**src/design/assert_macros.svh**
```systemverilog
// Assertion macros shared by the scanner RTL
`ifndef ASSERT_MACROS_SVH
`define ASSERT_MACROS_SVH
`ifndef NO_ASSERTIONS
// Check an implication on every rising edge outside reset
`define ASSERT_CLK(lbl, prop, msg) \
  lbl: assert property (@(posedge clk_i) disable iff (!rst_ni) prop) else $error(msg);
// Check that a condition never holds outside reset
`define ASSERT_NEVER(lbl, cond, msg) \
  lbl: assert property (@(posedge clk_i) disable iff (!rst_ni) !(cond)) else $error(msg);
`else
`define ASSERT_CLK(lbl, prop, msg)
`define ASSERT_NEVER(lbl, cond, msg)
`endif
`endif

```
**src/design/tisu_pkg.sv**
```systemverilog
// Types and constants shared by the template interpolation scanner
`timescale 1ns / 1ps
package tisu_pkg;

  typedef enum logic [2:0] {
    KIND_INDENT = 3'd0,
    KIND_TEXT   = 3'd1,
    KIND_EXPR   = 3'd2,
    KIND_DROP   = 3'd3,
    KIND_END    = 3'd4
  } kind_e;

  typedef enum logic [1:0] {
    ERR_NONE          = 2'd0,
    ERR_MISSING_CLOSE = 2'd1,
    ERR_OVERFLOW      = 2'd2
  } err_e;

  localparam logic [15:0] CharHash   = 16'h0023;
  localparam logic [15:0] CharOpen   = 16'h007B;
  localparam logic [15:0] CharClose  = 16'h007D;
  localparam logic [15:0] CharDquote = 16'h0022;
  localparam logic [15:0] CharSquote = 16'h0027;
  localparam logic [15:0] CharBslash = 16'h005C;
  localparam logic [15:0] CharSpace  = 16'h0020;
  localparam logic [15:0] CharTab    = 16'h0009;

  typedef struct packed {
    logic [15:0] ch;
    logic        is_end;
  } in_item_t;

  typedef struct packed {
    logic [15:0] ch_out;
    kind_e       kind;
    err_e        error_code;
    logic        last_of_run;
  } out_item_t;

  // Results of one accepted item: count, then first and second result
  typedef struct packed {
    logic [1:0] n;
    out_item_t  r0;
    out_item_t  r1;
  } scan_res_t;

endpackage

```
**src/design/tisu_scan.sv**
```systemverilog
// Line scanner: classifies one character per transfer and updates line state
`timescale 1ns / 1ps
module tisu_scan #(
  parameter int MAX_NEST_DEPTH = 255
) (
  input  logic               clk_i,
  input  logic               rst_ni,
  input  logic               accept_i,
  input  tisu_pkg::in_item_t in_data_i,
  output tisu_pkg::scan_res_t res_o
);

  localparam int DW = $clog2(MAX_NEST_DEPTH + 1);
  localparam logic [DW-1:0] MaxDepth = DW'(MAX_NEST_DEPTH);

  typedef enum logic [1:0] {
    PH_INDENT = 2'd0,
    PH_TEXT   = 2'd1,
    PH_EXPR   = 2'd2
  } phase_e;

  phase_e      phase_q, phase_d;
  logic        hash_q, hash_d;
  logic [DW-1:0] depth_q, depth_d;
  logic [15:0] quote_q, quote_d;
  logic        esc_q, esc_d;
  logic        ovf_q, ovf_d;

  function automatic tisu_pkg::out_item_t mk(input logic [15:0] c,
                                             input tisu_pkg::kind_e k,
                                             input tisu_pkg::err_e e);
    tisu_pkg::out_item_t it;
    it.ch_out      = c;
    it.kind        = k;
    it.error_code  = e;
    it.last_of_run = 1'b0;
    return it;
  endfunction

  // Classify the item and work out the next line state
  always_comb begin
    logic [15:0] c;
    tisu_pkg::err_e err;
    tisu_pkg::scan_res_t r;
    c       = in_data_i.ch;
    phase_d = phase_q;
    hash_d  = hash_q;
    depth_d = depth_q;
    quote_d = quote_q;
    esc_d   = esc_q;
    ovf_d   = ovf_q;
    r       = '0;
    err     = tisu_pkg::ERR_NONE;
    if (ovf_q) begin
      err = tisu_pkg::ERR_OVERFLOW;
    end else if (phase_q == PH_EXPR) begin
      err = tisu_pkg::ERR_MISSING_CLOSE;
    end

    if (in_data_i.is_end) begin
      // Flush a pending hash, report, and clear for the next line
      if (hash_q) begin
        r.r0 = mk(tisu_pkg::CharHash, tisu_pkg::KIND_TEXT, tisu_pkg::ERR_NONE);
        r.r1 = mk('0, tisu_pkg::KIND_END, err);
        r.n  = 2'd2;
      end else begin
        r.r0 = mk('0, tisu_pkg::KIND_END, err);
        r.n  = 2'd1;
      end
      phase_d = PH_INDENT;
      hash_d  = 1'b0;
      depth_d = '0;
      quote_d = '0;
      esc_d   = 1'b0;
      ovf_d   = 1'b0;
    end else if (phase_q == PH_INDENT &&
                 (c == tisu_pkg::CharSpace || c == tisu_pkg::CharTab)) begin
      r.r0 = mk(c, tisu_pkg::KIND_INDENT, tisu_pkg::ERR_NONE);
      r.n  = 2'd1;
    end else if (phase_q == PH_EXPR) begin
      // Expression: strings, escapes and brace nesting
      r.n  = 2'd1;
      r.r0 = mk(c, tisu_pkg::KIND_EXPR, tisu_pkg::ERR_NONE);
      if (quote_q != '0) begin
        if (esc_q) begin
          esc_d = 1'b0;
        end else if (c == quote_q) begin
          quote_d = '0;
        end else if (c == tisu_pkg::CharBslash) begin
          esc_d = 1'b1;
        end
      end else if (c == tisu_pkg::CharClose) begin
        if (depth_q == '0) begin
          phase_d = PH_TEXT;
          r.r0    = mk(c, tisu_pkg::KIND_DROP, tisu_pkg::ERR_NONE);
        end else begin
          depth_d = depth_q - DW'(1);
        end
      end else if (c == tisu_pkg::CharOpen) begin
        if (depth_q >= MaxDepth) begin
          ovf_d = 1'b1;
        end else begin
          depth_d = depth_q + DW'(1);
        end
      end else if (c == tisu_pkg::CharDquote || c == tisu_pkg::CharSquote) begin
        quote_d = c;
        esc_d   = 1'b0;
      end
    end else begin
      // Text phase, entered from indent by any non-whitespace character
      phase_d = PH_TEXT;
      if (hash_q) begin
        hash_d = 1'b0;
        r.n    = 2'd2;
        if (c == tisu_pkg::CharHash) begin
          r.r0 = mk(tisu_pkg::CharHash, tisu_pkg::KIND_TEXT, tisu_pkg::ERR_NONE);
          r.r1 = mk(c, tisu_pkg::KIND_DROP, tisu_pkg::ERR_NONE);
        end else if (c == tisu_pkg::CharOpen) begin
          r.r0    = mk(tisu_pkg::CharHash, tisu_pkg::KIND_DROP, tisu_pkg::ERR_NONE);
          r.r1    = mk(c, tisu_pkg::KIND_DROP, tisu_pkg::ERR_NONE);
          phase_d = PH_EXPR;
          depth_d = '0;
          quote_d = '0;
          esc_d   = 1'b0;
        end else begin
          r.r0 = mk(tisu_pkg::CharHash, tisu_pkg::KIND_TEXT, tisu_pkg::ERR_NONE);
          r.r1 = mk(c, tisu_pkg::KIND_TEXT, tisu_pkg::ERR_NONE);
        end
      end else if (c == tisu_pkg::CharHash) begin
        hash_d = 1'b1;
      end else begin
        r.r0 = mk(c, tisu_pkg::KIND_TEXT, tisu_pkg::ERR_NONE);
        r.n  = 2'd1;
      end
    end

    // Mark the final result of this item
    r.r0.last_of_run = (r.n == 2'd1);
    r.r1.last_of_run = (r.n == 2'd2);
    res_o = r;
  end

  // Hold line state; advance on each transfer
  always_ff @(posedge clk_i or negedge rst_ni) begin
    if (!rst_ni) begin
      phase_q <= PH_INDENT;
      hash_q  <= 1'b0;
      depth_q <= '0;
      quote_q <= '0;
      esc_q   <= 1'b0;
      ovf_q   <= 1'b0;
    end else if (accept_i) begin
      phase_q <= phase_d;
      hash_q  <= hash_d;
      depth_q <= depth_d;
      quote_q <= quote_d;
      esc_q   <= esc_d;
      ovf_q   <= ovf_d;
    end
  end

endmodule

```
**src/design/tisu_outq.sv**
```systemverilog
// Four-entry result queue: takes up to two results per cycle, gives one
`timescale 1ns / 1ps
module tisu_outq (
  input  logic                 clk_i,
  input  logic                 rst_ni,
  input  logic                 push_i,
  input  tisu_pkg::scan_res_t  res_i,
  input  logic                 pop_i,
  output logic                 full_o,
  output logic [2:0]           level_o,
  output logic                 valid_o,
  output tisu_pkg::out_item_t  data_o
);

  tisu_pkg::out_item_t mem_q [4];
  logic [1:0] wp_q, rp_q;
  logic [2:0] cnt_q;
  logic [1:0] n_push;

  assign n_push  = push_i ? res_i.n : 2'd0;
  // Refuse new items unless two free entries remain
  assign full_o  = cnt_q > 3'd2;
  assign level_o = cnt_q;
  assign valid_o = cnt_q != 3'd0;
  assign data_o  = mem_q[rp_q];

  // Write results into the queue
  always_ff @(posedge clk_i) begin
    if (n_push != 2'd0) begin
      mem_q[wp_q] <= res_i.r0;
    end
    if (n_push == 2'd2) begin
      mem_q[wp_q + 2'd1] <= res_i.r1;
    end
  end

  // Advance pointers and level
  always_ff @(posedge clk_i or negedge rst_ni) begin
    if (!rst_ni) begin
      wp_q  <= '0;
      rp_q  <= '0;
      cnt_q <= '0;
    end else begin
      wp_q  <= wp_q + n_push;
      rp_q  <= rp_q + {1'b0, pop_i};
      cnt_q <= cnt_q + {1'b0, n_push} - {2'b00, pop_i};
    end
  end

endmodule

```
**src/design/template_interpolation_scanner_unit.sv**
```systemverilog
// Top level of the template interpolation scanner
//
// Input channel: one UTF-16 code unit per transfer (in_data_i.ch), or an end
// marker (in_data_i.is_end) that closes the line. Output channel: classified
// results (indent, text, expression, dropped syntax, end of line), with an
// error code on the end result and last_of_run on the final result of each
// input item. Both channels transfer when valid is high and stall is low.
// An item is classified in the cycle it is accepted and its results are
// written into a four-entry result queue, which registers them for the output.
// Throughput is one item per cycle while the output
// drains one result per cycle; items that produce two results fill the queue
// and in_stall_o rises once fewer than two entries are free.
// An opening hash gives no result until the next item resolves it.
// Reset clears the line state to the indent phase and empties the queue.
// While the receiver stalls, the head result holds on out_data_o and the
// input stalls as soon as the queue is nearly full.
`timescale 1ns / 1ps
`include "assert_macros.svh"
module template_interpolation_scanner_unit #(
  parameter int MAX_NEST_DEPTH = 255
) (
  input  logic                clk_i,
  input  logic                rst_ni,
  input  logic                in_valid_i,
  output logic                in_stall_o,
  input  tisu_pkg::in_item_t  in_data_i,
  output logic                out_valid_o,
  input  logic                out_stall_i,
  output tisu_pkg::out_item_t out_data_o
);

  logic                accept;
  logic                pop;
  logic [2:0]          level;
  tisu_pkg::scan_res_t res;

  assign accept = in_valid_i && !in_stall_o;
  assign pop    = out_valid_o && !out_stall_i;

  tisu_scan #(
    .MAX_NEST_DEPTH(MAX_NEST_DEPTH)
  ) u_scan (
    .clk_i    (clk_i),
    .rst_ni   (rst_ni),
    .accept_i (accept),
    .in_data_i(in_data_i),
    .res_o    (res)
  );

  tisu_outq u_outq (
    .clk_i  (clk_i),
    .rst_ni (rst_ni),
    .push_i (accept),
    .res_i  (res),
    .pop_i  (pop),
    .full_o (in_stall_o),
    .level_o(level),
    .valid_o(out_valid_o),
    .data_o (out_data_o)
  );

  `ASSERT_NEVER(a_queue_overfill, level > 3'd4, "result queue level beyond depth")
  `ASSERT_CLK(a_end_yields, accept && in_data_i.is_end |-> res.n != 2'd0, "end item gave no result")
  `ASSERT_CLK(a_end_visible, accept && in_data_i.is_end |=> out_valid_o, "no result after end transfer")
  `ASSERT_CLK(a_pair_last, accept && res.n == 2'd2 |-> !res.r0.last_of_run && res.r1.last_of_run, "last flag misplaced in result pair")

endmodule

```
**config.mk**
```make
export PLATFORM = sky130hd
export DESIGN_NAME = template_interpolation_scanner_unit
export DESIGN_NICKNAME = d
export VERILOG_FILES = /design/src/design/tisu_pkg.sv /design/src/design/tisu_scan.sv /design/src/design/tisu_outq.sv /design/src/design/template_interpolation_scanner_unit.sv
export VERILOG_INCLUDE_DIRS = /design/src /design/src/design
export SDC_FILE = /design/constraint.sdc
export NUM_CORES = 1
export LEC_CHECK = 0
export BUFFER_PORTS_ARGS = -buffer_cell sky130_fd_sc_hd__buf_2
export CAP_MARGIN = 25
export CORE_ASPECT_RATIO = 0.8
export CORE_MARGIN = 3
export CORE_UTILIZATION = 55
export DETAILED_ROUTE_END_ITERATION = 6
export HOLD_SLACK_MARGIN = 0.15
export PLACE_DENSITY = 0.76
export RECOVER_POWER = 100
export SETUP_SLACK_MARGIN = 0.5
export SYNTH_ARGS = -nofsm -noshare
export SYNTH_HDL_FRONTEND = slang
export SYNTH_HIERARCHICAL = 1
export SYNTH_SLANG_ARGS = --single-unit
```
**constraint.sdc**
```tcl
create_clock -name clk_i -period 3.1 [get_ports clk_i]
set_input_delay 0.465 -clock clk_i [delete_from_list [all_inputs] [get_ports clk_i]]
set_output_delay 0.465 -clock clk_i [all_outputs]
set_load 0.01 [all_outputs]
```
# Word-level counts from Yosys, hierarchy flattened
# Memories as Yosys holds them, arrays and structs flattened.
# Index checks and enable logic that the tools add are counted.
# word_totals
n_memories	1
wordCells	150
regBits	36
ramBits	88
output_inout_bits	24
# op_classes
n_mux	79
n_lt_le_gt_ge	2
n_reduce_logical	24
n_eq_ne	28
addsub	7
# mem_list
memory	depth	word_bits	read_ports	rd_clocked_by_memory_dff	wr	line_no	text
u_outq.mem_q	4	22	1	0	2	tisu_outq.sv:15	tisu_pkg::out_item_t mem_q [4];
# ops
cell	count
16-bit 2-to-1 mux	12
24-bit 2-to-1 mux	4
8-bit 2-to-1 mux	11
22-bit 2-to-1 mux	3
16-bit by 6-bit == test with 1-bit output (second input constant)	4
27-bit 2-to-1 mux	2
16-bit by 7-bit == test with 1-bit output (second input constant)	3
46-bit 2-to-1 mux	1
1-bit 2-to-1 mux	30
4-bit inequality test (second input constant)	7
23-bit 2-to-1 mux	1
2-bit 2-to-1 mux	11
16-bit == test	1
16-bit by 4-bit == test with 1-bit output (second input constant)	1
16-bit nonzero test	1
4-bit 2-to-1 mux	3
3-bit nonzero test	4
10-bit AND reduction	1
3-bit inequality test (second input constant)	3
9-bit AND reduction	1
8-bit by 1-bit adder with 8-bit output (second input constant)	1
8-bit greater-or-equal comparator (second input constant)	1
8-bit zero test	1
2-bit inequality test (second input constant)	4
other kinds (20)	29

# Longest topological paths before layout
# Gate-level depths: netlist of run 1.
# depth
depth_word	11
ltp_mapped	13
ltp_nobuf	12

# Hierarchy
# The synthesis of run 1 kept the hierarchy.
# by_module_without_submodules
module	area_each_um2	cells_per_inst	n_inst
tisu_outq	4729.5	258	1
tisu_scan	2316.0	278	1
template_interpolation_scanner_unit	27.5	2	1

# Worst setup path before layout of run 1
# OpenSTA, ideal clock, no wires.
# synth_path
kind	input-to-reg
from	in in_data_i[3] in the netlist's numbering
to	mem u_outq/mem_q[1][0] in the netlist's numbering, enable pin
path_stages	9
arrival_ps	3155
required_ps	2699
slack_ps	-456
cell_sequence	clkbuf_1 nor4_1 o211ai_1 o21ai_0 a21oi_1 o21ai_0 and2_1 o21ai_0 nor2_1
# synth_lines
element	line_no	text
from (decl)	template_interpolation_scanner_unit.sv:26	input tisu_pkg::in_item_t in_data_i,
to (decl)	tisu_outq.sv:15	

==> results_dict.tcl, run 1 <==
set metrics [dict create \
    finalWeightedCongestion 0.929 \
    die_w_microns 133 \
    timing.fmax_ghz 0.341 \
    status "finished with violations" \
    maxSlewHeadroom -0.337 \
    power_uw 6540 \
    clock-sinks 124 \
    failed_checks "max-capacitance violations, max-slew violations" \
    ant_nets 0 \
    swShare 0.337 \
    syn_inst 538 \
    grt_usage 0.262 \
    timing_worst_slew_pin_value_ns 2.00 \
    synth-edff-count 88 \
    htree_num_levels 4 \
    drv_slew 37 \
    cts_buffers 17 \
    placed_cell_area_sq_um 7960 \
    fp.coreArea_sq_um 12400 \
    clkPwrFrac 0.296 \
    p_leak_uw 0.00352 \
    synth_cell_types 54 \
    antenna_found_initial 0 \
    grt_pass1_wl_microns 28400 \
    rsz0062_at_grt "true" \
    layout-drive-gt1-share 0.420 \
    grt_max_degree 37 \
    syn-num-nets 570 \
    crit_path_end_kind "flop" \
    yosysSeqAreaShare 0.501 \
    drtIter0Drc 582 \
    rows 36 \
    yosys_register_bits 124 \
    cts_max_path_buffers 2 \
    pwr-share-seq 0.347 \
    crit_arrival_ns 3.11 \
    drc 0 \
    setup-violations-final 0 \
    ys.flop_type "edfxtp_1" \
    worstPathRequired_ns 3.28 \
    avgSynthCellArea_sq_um 13.1 \
    clk_latency_ns 0.42 \
    path_max_fanout 5 \
    syn2layout_area_growth_pct 27.5 \
    syn-cell-area_sq_um 7070 \
    combinationalPowerShare 0.357 \
    yosys_warnings 6 \
    final_cell_area_sq_um 9020 \
    vdd_drop_max_mv 0.479 \
    wire_per_inst_microns 23.4 \
    p_per_area_nw_per_um2 725 \
    via_count 5084 \
    fin_util 0.728 \
    ys_async_sr_fraction 0.290 \
    die_h_microns 107 \
    critPathLaunchType "flop" \
    io_buffers 44 \
    dp_hpwl_microns 11500 \
    fin_cells 826 \
    clkSlewWorstSetupHoldPaths_ns 0.06 \
    diodes 0 \
    drt_wl_total_microns 19300 \
    grt-ovfl-total 0 \
    drv_cap 1 \
    boundaryPins 45 \
    firstDrtPassIters 5 \
    hold_viol 0 \
    worst-setup-path-type "flop to flop" \
    clock_tree.root_cell "clkbuf_16" \
    intPower_uw 4340 \
    finalCriticalPeriod_ns 2.93 \
    hold_class "input pin to flop" \
    finalCritPeriodShare 0.945 \
    fin_nets 674 \
    dp.cells 767 \
    grt_pass1_vias 5222 \
    p_sw_uw 2200 \
    fin_skew_ns 0.00722 \
    viasPerCell 6.15 \
    cts_tree "yes" \
    initial_utilization 0.571 \
    die_area_sq_um 14300 \
]
path summary, 6_finish.rpt:
check,startpoint,depth (start not counted),to,slack [ns]
min in group asynchronous,rst_ni,1,u_scan/quote_q[10]$_DFFE_PN0P_,0.62
max,u_scan/phase_q[0]$_DFFE_PN0P_,12,u_outq/mem_q[2][10]$_DFFE_PP_,0.17
min,in_data_i[0],2,u_scan/ovf_q$_DFFE_PN0P_,0.42
max in group asynchronous,rst_ni,1,u_scan/phase_q[0]$_DFFE_PN0P_,1.19
min reg2reg,u_outq/level_o[2]$_DFF_PN0_,1,u_outq/level_o[2]$_DFF_PN0_,0.52
max reg2reg,u_scan/phase_q[0]$_DFFE_PN0P_,12,u_outq/mem_q[2][10]$_DFFE_PP_,0.17
cell type report:
cell class              instances  area, sq um
clock inverters                14          145
flip-flops and latches        124         3550
well taps                     171          214
multi-input cells             369         3640
clock buffers                  18          429
fillers                       812         3370
inverters                      21         78.8
repair buffers                109          967
layout by cell type, fill, tap and decap left out, drive strengths merged, types with 22 or more instances in the layout:
cell type / instances
mux2: 95
inv: 24
and2: 42
xnor2: 24
dfrtp: 36
clkbuf: 49
buf: 78
edfxtp: 88
mux4: 22
nor2: 30
critical path, cell delays in order (launching register included):
cell       delay [ns]
dfrtp_2          0.43
nor4_4           0.26
o211ai_1         0.22
or2_0            0.32
and2_4           0.20
o21ai_4          0.15
inv_2            0.08
buf_6            0.11
buf_6            0.11
nor2_4           0.11
nor3_2           0.06
o21a_1           0.38
clkbuf_16        0.25
state kept, by name (all words and copies together) (netlist names):
| register | cells |
|---|---|
| u_outq/mem_q | 88 |
| u_scan/quote_q | 16 |
| u_scan/depth_q | 8 |
| u_outq/level_o | 3 |
| u_outq/rp_q | 2 |
| u_outq/wp_q | 2 |
| u_scan/phase_q | 2 |
| u_scan/esc_q | 1 |
| u_scan/hash_q | 1 |
| u_scan/ovf_q | 1 |
cells by family after synthesis:
| family | count (synthesis) | share of synthesized area |
|---|---|---|
| muxes | 123 | 0.240 |
| buffers and inverters | 47 | 0.0287 |
| adders and majority gates | 11 | 0.0216 |
| DFF | 124 | 0.501 |
| and+or+nand+nor | 158 | 0.130 |
| xor gates and xnor gates | 30 | 0.0371 |
| AOI/OAI and AO/OA | 45 | 0.0409 |
power by group through the flow:
stage / registers (uW) / logic [uW] / clock network, uW
floorplan: 2210 / 1500 / 0
global placement: 2250 / 2070 / 0
detailed placement: 2270 / 2140 / 0
CTS: 2250 / 2230 / 1950
global route: 2290 / 2490 / 2030
finish: 2270 / 2330 / 1940
synth_stat cells (4+ instances only):
cell type	instances	share of area
a21oi_1	17	0.012
dfrtp_1	36	0.13
or3_1	4	0.0035
edfxtp_1	88	0.37
nor2_1	28	0.015
inv_1	20	0.011
xnor2_1	24	0.030
xor2_1	6	0.0074
buf_2	9	0.0064
and2_1	42	0.037
nor3_1	10	0.0071
mux4_2	22	0.070
mux2i_1	6	0.0085
o21ai_0	12	0.0085
mux2_2	74	0.12
nand2_1	17	0.0090
nor4_1	14	0.012
ha_1	9	0.016
nand4_1	9	0.0080
mux2_4	20	0.042
nand3_1	6	0.0042
and3_1	6	0.0053
o211ai_1	4	0.0042
clkbuf_1	14	0.0074
repair_timing:
action	CTS	global route
setup endpoints to repair	179	182
cloned	3	8
hold endpoints to repair	0	0
pin swaps	12	14
hold buffers	0	0
buffers inserted	12	4
resized for setup	33	26
layer usage:
layer / GRT usage / vias to the layer above / part of all wire
met5: 0 / - / 0
li1: - / 2242 / -
met4: 0.102 / 0 / 0.014
met1: 0.348 / 2561 / 0.41
met3: 0.0453 / 28 / 0.074
met2: 0.434 / 253 / 0.50
stage by stage:
stage / setup WS, ns / setup TNS [ns] / hold slack [ns]
after floorplan: 0.164 / 0 / 0.169
after global placement: -0.125 / -4.05 / 0.487
after detailed placement: -0.0908 / -1.87 / 0.505
after CTS: 0.319 / 0 / 0.162
after global routing: 0.0812 / 0 / 0.418
final: 0.171 / 0 / 0.416
Note: power is estimated with default switching activity, not from simulation.
==> run 2, diff against run 1 <==
--- a/config.mk
+++ b/config.mk
@@ -15,6 +15,7 @@
 export HOLD_SLACK_MARGIN = 0.15
 export PLACE_DENSITY = 0.76
 export RECOVER_POWER = 100
+export REMOVE_ABC_BUFFERS = 1
 export SETUP_SLACK_MARGIN = 0.5
 export SYNTH_ARGS = -nofsm -noshare
 export SYNTH_HDL_FRONTEND = slang
==> run 2 against run 1 <==
Against the previous run: the run still ends with max-capacitance violations, max-slew violations left; global-route usage fell by 1.0 points; final area fell by 1.7%; clock power barely moved; hold slack improved by 0.078 ns; critical path depth did not move; die area did not move; non-clock buffer count rose by 15; clock skew fell by 0.0025 ns; sequential cell count did not move; sequential share of layout area rose by 0.68 points; power fell by 2.3%.
==> results_dict.tcl, run 2 (synthesis results as in run 1) <==
set metrics [dict create \
    status "finished with violations" \
    failed_checks "max-capacitance violations, max-slew violations" \
    largest-register "u_outq/mem_q" \
    rsz0062_at_grt "true" \
    dp_slack_ns -0.180 \
    die_h_microns 107 \
    worst-setup-path-type "input pin to flop" \
    grt-ovfl-total 0 \
    cts_buffers 17 \
    antenna_found_initial 0 \
    fin_nets 687 \
    diodes 0 \
    grt_max_degree 37 \
    clock_tree.root_cell "clkbuf_16" \
    io_buffers 44 \
    rows 36 \
    cts_max_path_buffers 2 \
    grt_pass1_vias 5016 \
    reg_top3 "u_outq/mem_q x88, u_scan/quote_q x16, u_scan/depth_q x8" \
    crit_arrival_ns 3.04 \
    firstDrtPassIters 5 \
    finalCritPeriodShare 0.926 \
    fp.coreArea_sq_um 12400 \
    critPathLaunchType "input pin" \
    slowest_stage "nor4_4" \
    fin_util 0.715 \
    largest_reg_flops 88 \
    htree_num_levels 4 \
    maxSlewHeadroom -0.268 \
    cp_top_family "simple AND/OR/NAND/NOR gates" \
    crit_path_end_kind "flop" \
    final_cell_area_sq_um 8860 \
    drc 0 \
    path_max_fanout 5 \
    timing.fmax_ghz 0.348 \
    mostFrequentLayoutCell "edfxtp_1" \
    cp_num_buf_inv 4 \
    dp_hpwl_microns 10700 \
    vdd_drop_max_mv 0.746 \
    drv_cap 1 \
    clock-sinks 124 \
    boundaryPins 45 \
    ant_nets 0 \
    crit_chain "buf_6 -> nor4_4 -> nand4_1 -> or2_0 -> a21oi_4 -> o21ai_2 -> nand3b_1 -> buf_6 -> nor3b_4 -> buf_6 -> clkbuf_2 -> mux2_2" \
    timing_worst_slew_pin_value_ns 1.90 \
    layout-drive-gt1-share 0.382 \
    power_uw 6390 \
    hold_viol 0 \
    initial_utilization 0.571 \
    fin_ws_ns 0.229 \
    drt_wl_total_microns 18400 \
    layout_common_cells "edfxtp_1 (88), mux2_2 (60), buf_4 (52)" \
    setup-tns-final_ns 0 \
    finalWeightedCongestion 0.879 \
    clkSlewWorstSetupHoldPaths_ns 0.06 \
    wire_per_inst_microns 22.0 \
    placed_cell_area_sq_um 7910 \
    p_per_area_nw_per_um2 721 \
    viasPerCell 6.07 \
    finalCriticalPeriod_ns 2.87 \
    worstPathRequired_ns 3.27 \
    syn2layout_area_growth_pct 25.3 \
    drv_slew 37 \
    critPathMostFrequentCell "buf_6" \
    clk_latency_ns 0.42 \
    fin_skew_ns 0.00468 \
    nFillCells 775 \
    drtIter0Drc 627 \
    cpPeakStageDelay_ns 0.38 \
    p_leak_uw 0.00340 \
    grt_usage 0.252 \
    hold_class "flop to flop" \
    grt_pass1_wl_microns 27500 \
    die_w_microns 133 \
    die_area_sq_um 14300 \
    setup-violations-final 0 \
    via_count 5094 \
    cts_tree "yes" \
]
[run 2: changes by cell type in the layout (fill, tap and decap cells not counted), sizes merged]
| cell | delta |
|---|---|
| buf | +9 |
| inv | -1 |
| clkbuf | +5 |
| clkinv | +2 |
| nor2 | -2 |
[run 2: cell type report]
cell class,count,area (sq um),area share
Tap cell,171,214,0.0241
Clock inverter,15,149,0.0168
Multi-Input combinational cell,367,3500,0.395
Inverter,21,78.8,0.00889
Clock buffer,17,425,0.0480
Sequential cell,124,3540,0.400
Timing Repair Buffer,124,953,0.108
[run 2: path summary, 6_finish.rpt]
| path | from | to | slack (ns) | cells past startpoint |
|---|---|---|---|---|
| max in group asynchronous | rst_ni | u_scan/phase_q[0]$_DFFE_PN0P_ | 1.30 | 1 |
| setup reg to reg | u_scan/phase_q[1]$_DFFE_PN0P_ | u_scan/quote_q[0]$_DFFE_PN0P_ | 0.26 | 8 |
| hold / removal | u_outq/level_o[2]$_DFF_PN0_ | u_outq/level_o[2]$_DFF_PN0_ | 0.49 | 1 |
| min in group asynchronous | rst_ni | u_outq/level_o[1]$_DFF_PN0_ | 0.57 | 1 |
| setup / recovery | in_data_i[13] | u_outq/mem_q[2][3]$_DFFE_PP_ | 0.23 | 12 |
| hold reg to reg | u_outq/level_o[2]$_DFF_PN0_ | u_outq/level_o[2]$_DFF_PN0_ | 0.49 | 1 |
[run 2: timing repair]
action	in CTS	in global routing
hold buffers	0	0
gates cloned	1	3
pin swaps	16	16
setup endpoints to repair	180	151
buffers inserted	12	10
resized for setup	29	47
[run 2: layer usage]
layer,part of all wire,vias to the layer above,wire length [microns],track usage
met4,0.017,0,308,0.0801
met3,0.091,36,1680,0.0537
met2,0.48,271,8770,0.404
li1,-,2255,-,-
met1,0.42,2532,7650,0.347
met5,0,-,0,0
[run 2: power breakdown]
part | internal [uW] | total (uW) | switching [uW]
combinational | 1010 | 2230 | 1220
sequential | 2070 | 2240 | 174
clock | 1180 | 1910 | 735
total | 4260 | 6390 | 2130
[run 2: through the flow]
stage / cells / hold WS (ns)
after floorplan: 512 / 0.169
after global placement: 781 / 0.479
after detailed placement: 781 / 0.491
after CTS: 826 / 0.163
after global routing: 839 / 0.507
final: 839 / 0.493
==> run 3, diff against run 2 <==
--- a/config.mk
+++ b/config.mk
@@ -6,14 +6,15 @@
 export SDC_FILE = /design/constraint.sdc
 export NUM_CORES = 1
 export LEC_CHECK = 0
+export ABC_AREA = 1
 export BUFFER_PORTS_ARGS = -buffer_cell sky130_fd_sc_hd__buf_2
 export CAP_MARGIN = 25
 export CORE_ASPECT_RATIO = 0.8
 export CORE_MARGIN = 3
-export CORE_UTILIZATION = 55
+export CORE_UTILIZATION = 60
 export DETAILED_ROUTE_END_ITERATION = 6
 export HOLD_SLACK_MARGIN = 0.15
-export PLACE_DENSITY = 0.76
+export PLACE_DENSITY = 0.79
 export RECOVER_POWER = 100
 export REMOVE_ABC_BUFFERS = 1
 export SETUP_SLACK_MARGIN = 0.5
==> constraint.sdc (replaced) <==
create_clock -name clk_i -period 3.4 [get_ports clk_i]
set_input_delay 0.51 -clock clk_i [delete_from_list [all_inputs] [get_ports clk_i]]
set_output_delay 0.51 -clock clk_i [all_outputs]
set_load 0.01 [all_outputs]
==> run 3 against run 2 <==
Against the previous run: synthesized cell count increased by 99%; largest cell class is now multi-input combinational cells; critical endpoint is now u_outq/mem_q[1][17]$_DFFE_PP_; the flow still finishes with violations (max-capacitance violations, max-slew violations); combinational power decreased by 25%; clock skew increased by 0.0033 ns; die area increased by 3.4%; final area decreased by 2.3%; global-route usage increased by 2.9 points; non-clock buffer count decreased by 61; clock-buffer cell count increased by 8.
==> results_dict.tcl, run 3 <==
set metrics [dict create \
    multi_input_area_sq_um 3630 \
    syn-cell-area_sq_um 7990 \
    hold_viol 0 \
    clock_tree.root_cell "clkbuf_16" \
    finalCriticalPeriod_ns 2.93 \
    synthTopCellsByCount "nand2_1 (386), nor2_1 (130), nand3_1 (112), inv_1 (98), edfxtp_1 (88)" \
    drtIter0Drc 668 \
    diodes 0 \
    yosys.area.top_type "edfxtp_1" \
    ys.flop_type "edfxtp_1" \
    status "finished with violations" \
    initial_utilization 0.619 \
    boundaryPins 45 \
    p_per_area_nw_per_um2 593 \
    synth-edff-count 88 \
    dp_hpwl_microns 12800 \
    finalWeightedCongestion 0.914 \
    vdd_drop_max_mv 0.460 \
    dp_slack_ns 0.358 \
    syn2layout_area_growth_pct 8.41 \
    largest-register "u_outq/mem_q" \
    yosysSeqAreaShare 0.444 \
    nFillCells 1075 \
    timing_worst_slew_pin_value_ns 2.03 \
    worstPathRequired_ns 3.46 \
    power_uw 5140 \
    die_area_sq_um 14700 \
    synth.most_common_cell "nand2_1" \
    layout_common_cells "nand2_1 (391), nor2_1 (132), nand3_1 (115)" \
    crit_path_end_kind "flop" \
    viasPerCell 5.40 \
    syn_inst 1072 \
    clock-sinks 124 \
    p_leak_uw 0.00435 \
    clkSlewWorstSetupHoldPaths_ns 0.05 \
    mostFrequentLayoutCell "nand2_1" \
    placed_cell_area_sq_um 8310 \
    reg_top3 "u_outq/mem_q x88, u_scan/quote_q x16, u_scan/depth_q x8" \
    grt_pass1_wl_microns 31900 \
    fin_skew_ns 0.00799 \
    avgSynthCellArea_sq_um 7.45 \
    wire_per_inst_microns 15.2 \
    grt_pass1_vias 6330 \
    fp.coreArea_sq_um 12900 \
    rows 37 \
    ys_async_sr_fraction 0.290 \
    ant_nets 0 \
    path_max_fanout 27 \
    drt_wl_total_microns 19600 \
    crit_arrival_ns 2.98 \
    die_w_microns 135 \
    synth_top_area_frac 0.331 \
    timing.fmax_ghz 0.342 \
    cts_tree "yes" \
    io_buffers 44 \
    largest_reg_flops 88 \
    maxSlewHeadroom -0.352 \
    synth_area_leaders "edfxtp_1 (33%), nand2_1 (18%), dfrtp_1 (11%), nand3_1 (7.0%), nor2_1 (6.1%)" \
    setup-violations-final 0 \
    clk_latency_ns 0.42 \
    worst-setup-path-type "flop to flop" \
    drv_cap 1 \
    fin_nets 1138 \
    htree_num_levels 4 \
    synth_cell_types 36 \
    firstDrtPassIters 6 \
    yosys_warnings 6 \
    die_h_microns 109 \
    final_cell_area_sq_um 8660 \
    regArea_sq_um 3540 \
    critPathLaunchType "flop" \
    drv_slew 37 \
    hold_class "flop to flop" \
    yosys_register_bits 124 \
    cts_buffers 17 \
    grt_max_degree 49 \
    finalCritPeriodShare 0.861 \
    failed_checks "max-capacitance violations, max-slew violations" \
    grt-ovfl-total 0 \
    drc 0 \
    antenna_found_initial 0 \
    grt_usage 0.281 \
    rsz0062_at_grt "false" \
    fin_ws_ns 0.473 \
    via_count 6980 \
    cts_max_path_buffers 2 \
    layout-drive-gt1-share 0.111 \
]
==> run 3: final cells by class <==
cell class,instances,share of cell area
inverters,123,0.0537
clock buffers,25,0.0526
multi-input cells,777,0.419
well taps,175,0.0253
repair buffers,63,0.0379
flip-flops and latches,124,0.409
clock inverters,5,0.00246
==> run 3: through the flow <==
step / util / TNS [ns] / hold slack, ns / instances
global route: 0.671 / 0 / 0.500 / 1292
global placement: 0.643 / 0 / 0.466 / 1262
finish: 0.671 / 0 / 0.481 / 1292
CTS: 0.680 / 0 / 0.212 / 1292
floorplan: - / -205.27 / 0.214 / 1024
detailed placement: 0.643 / 0 / 0.463 / 1262
==> run 3: final timing paths <==
kind	from	cells after the start	slack, ns	to
min	u_outq/level_o[2]$_DFF_PN0_	2	0.48	u_outq/level_o[2]$_DFF_PN0_
min in group asynchronous	rst_ni	1	0.66	u_scan/quote_q[14]$_DFFE_PN0P_
max	u_outq/level_o[1]$_DFF_PN0_	9	0.47	u_outq/mem_q[1][17]$_DFFE_PP_
min reg2reg	u_outq/level_o[2]$_DFF_PN0_	2	0.48	u_outq/level_o[2]$_DFF_PN0_
max in group asynchronous	rst_ni	1	1.42	u_outq/rp_q[0]$_DFF_PN0_
max reg2reg	u_outq/level_o[1]$_DFF_PN0_	9	0.47	u_outq/mem_q[1][17]$_DFFE_PP_
==> run 3: per-layer routing <==
layer	GRT usage	share of wire	vias to the layer above
met5	0	0	-
li1	-	-	3465
met1	0.380	0.42	3117
met4	0.119	0.025	0
met2	0.449	0.46	352
met3	0.0535	0.091	46
==> run 3: timing repair <==
action,CTS,global route
hold buffers,0,0
resized for setup,0,2
buffers inserted,0,0
endpoints found under the setup margin,0,1
==> run 3: cell families after synthesis <==
kind of cell / Yosys count / share of synthesized area
AND/OR/NAND/NOR: 701 / 0.385
buffers and inverters: 171 / 0.0937
flip-flops: 124 / 0.444
AO/OA/AOI/OAI: 49 / 0.0412
XOR/XNOR: 16 / 0.0175
adder cells (fa/ha/maj): 11 / 0.0191
==> run 3: worst max-delay path, stage by stage, from the launching register on <==
cell and delay, ns:
dfrtp_1 0.35, inv_1 0.11, o21ai_0 0.15, nor2_1 0.51, nand2_1 0.22, nor2_1 0.27, buf_4 0.33, nand2_2 0.08
nand2_1 0.09, clkbuf_1 0.43
==> run 3: where the power goes <==
part / total, uW / switching [uW] / internal (uW)
clock: 1500 / 593 / 908
combinational: 1670 / 1180 / 493
sequential: 1960 / 159 / 1800
total: 5140 / 1930 / 3210
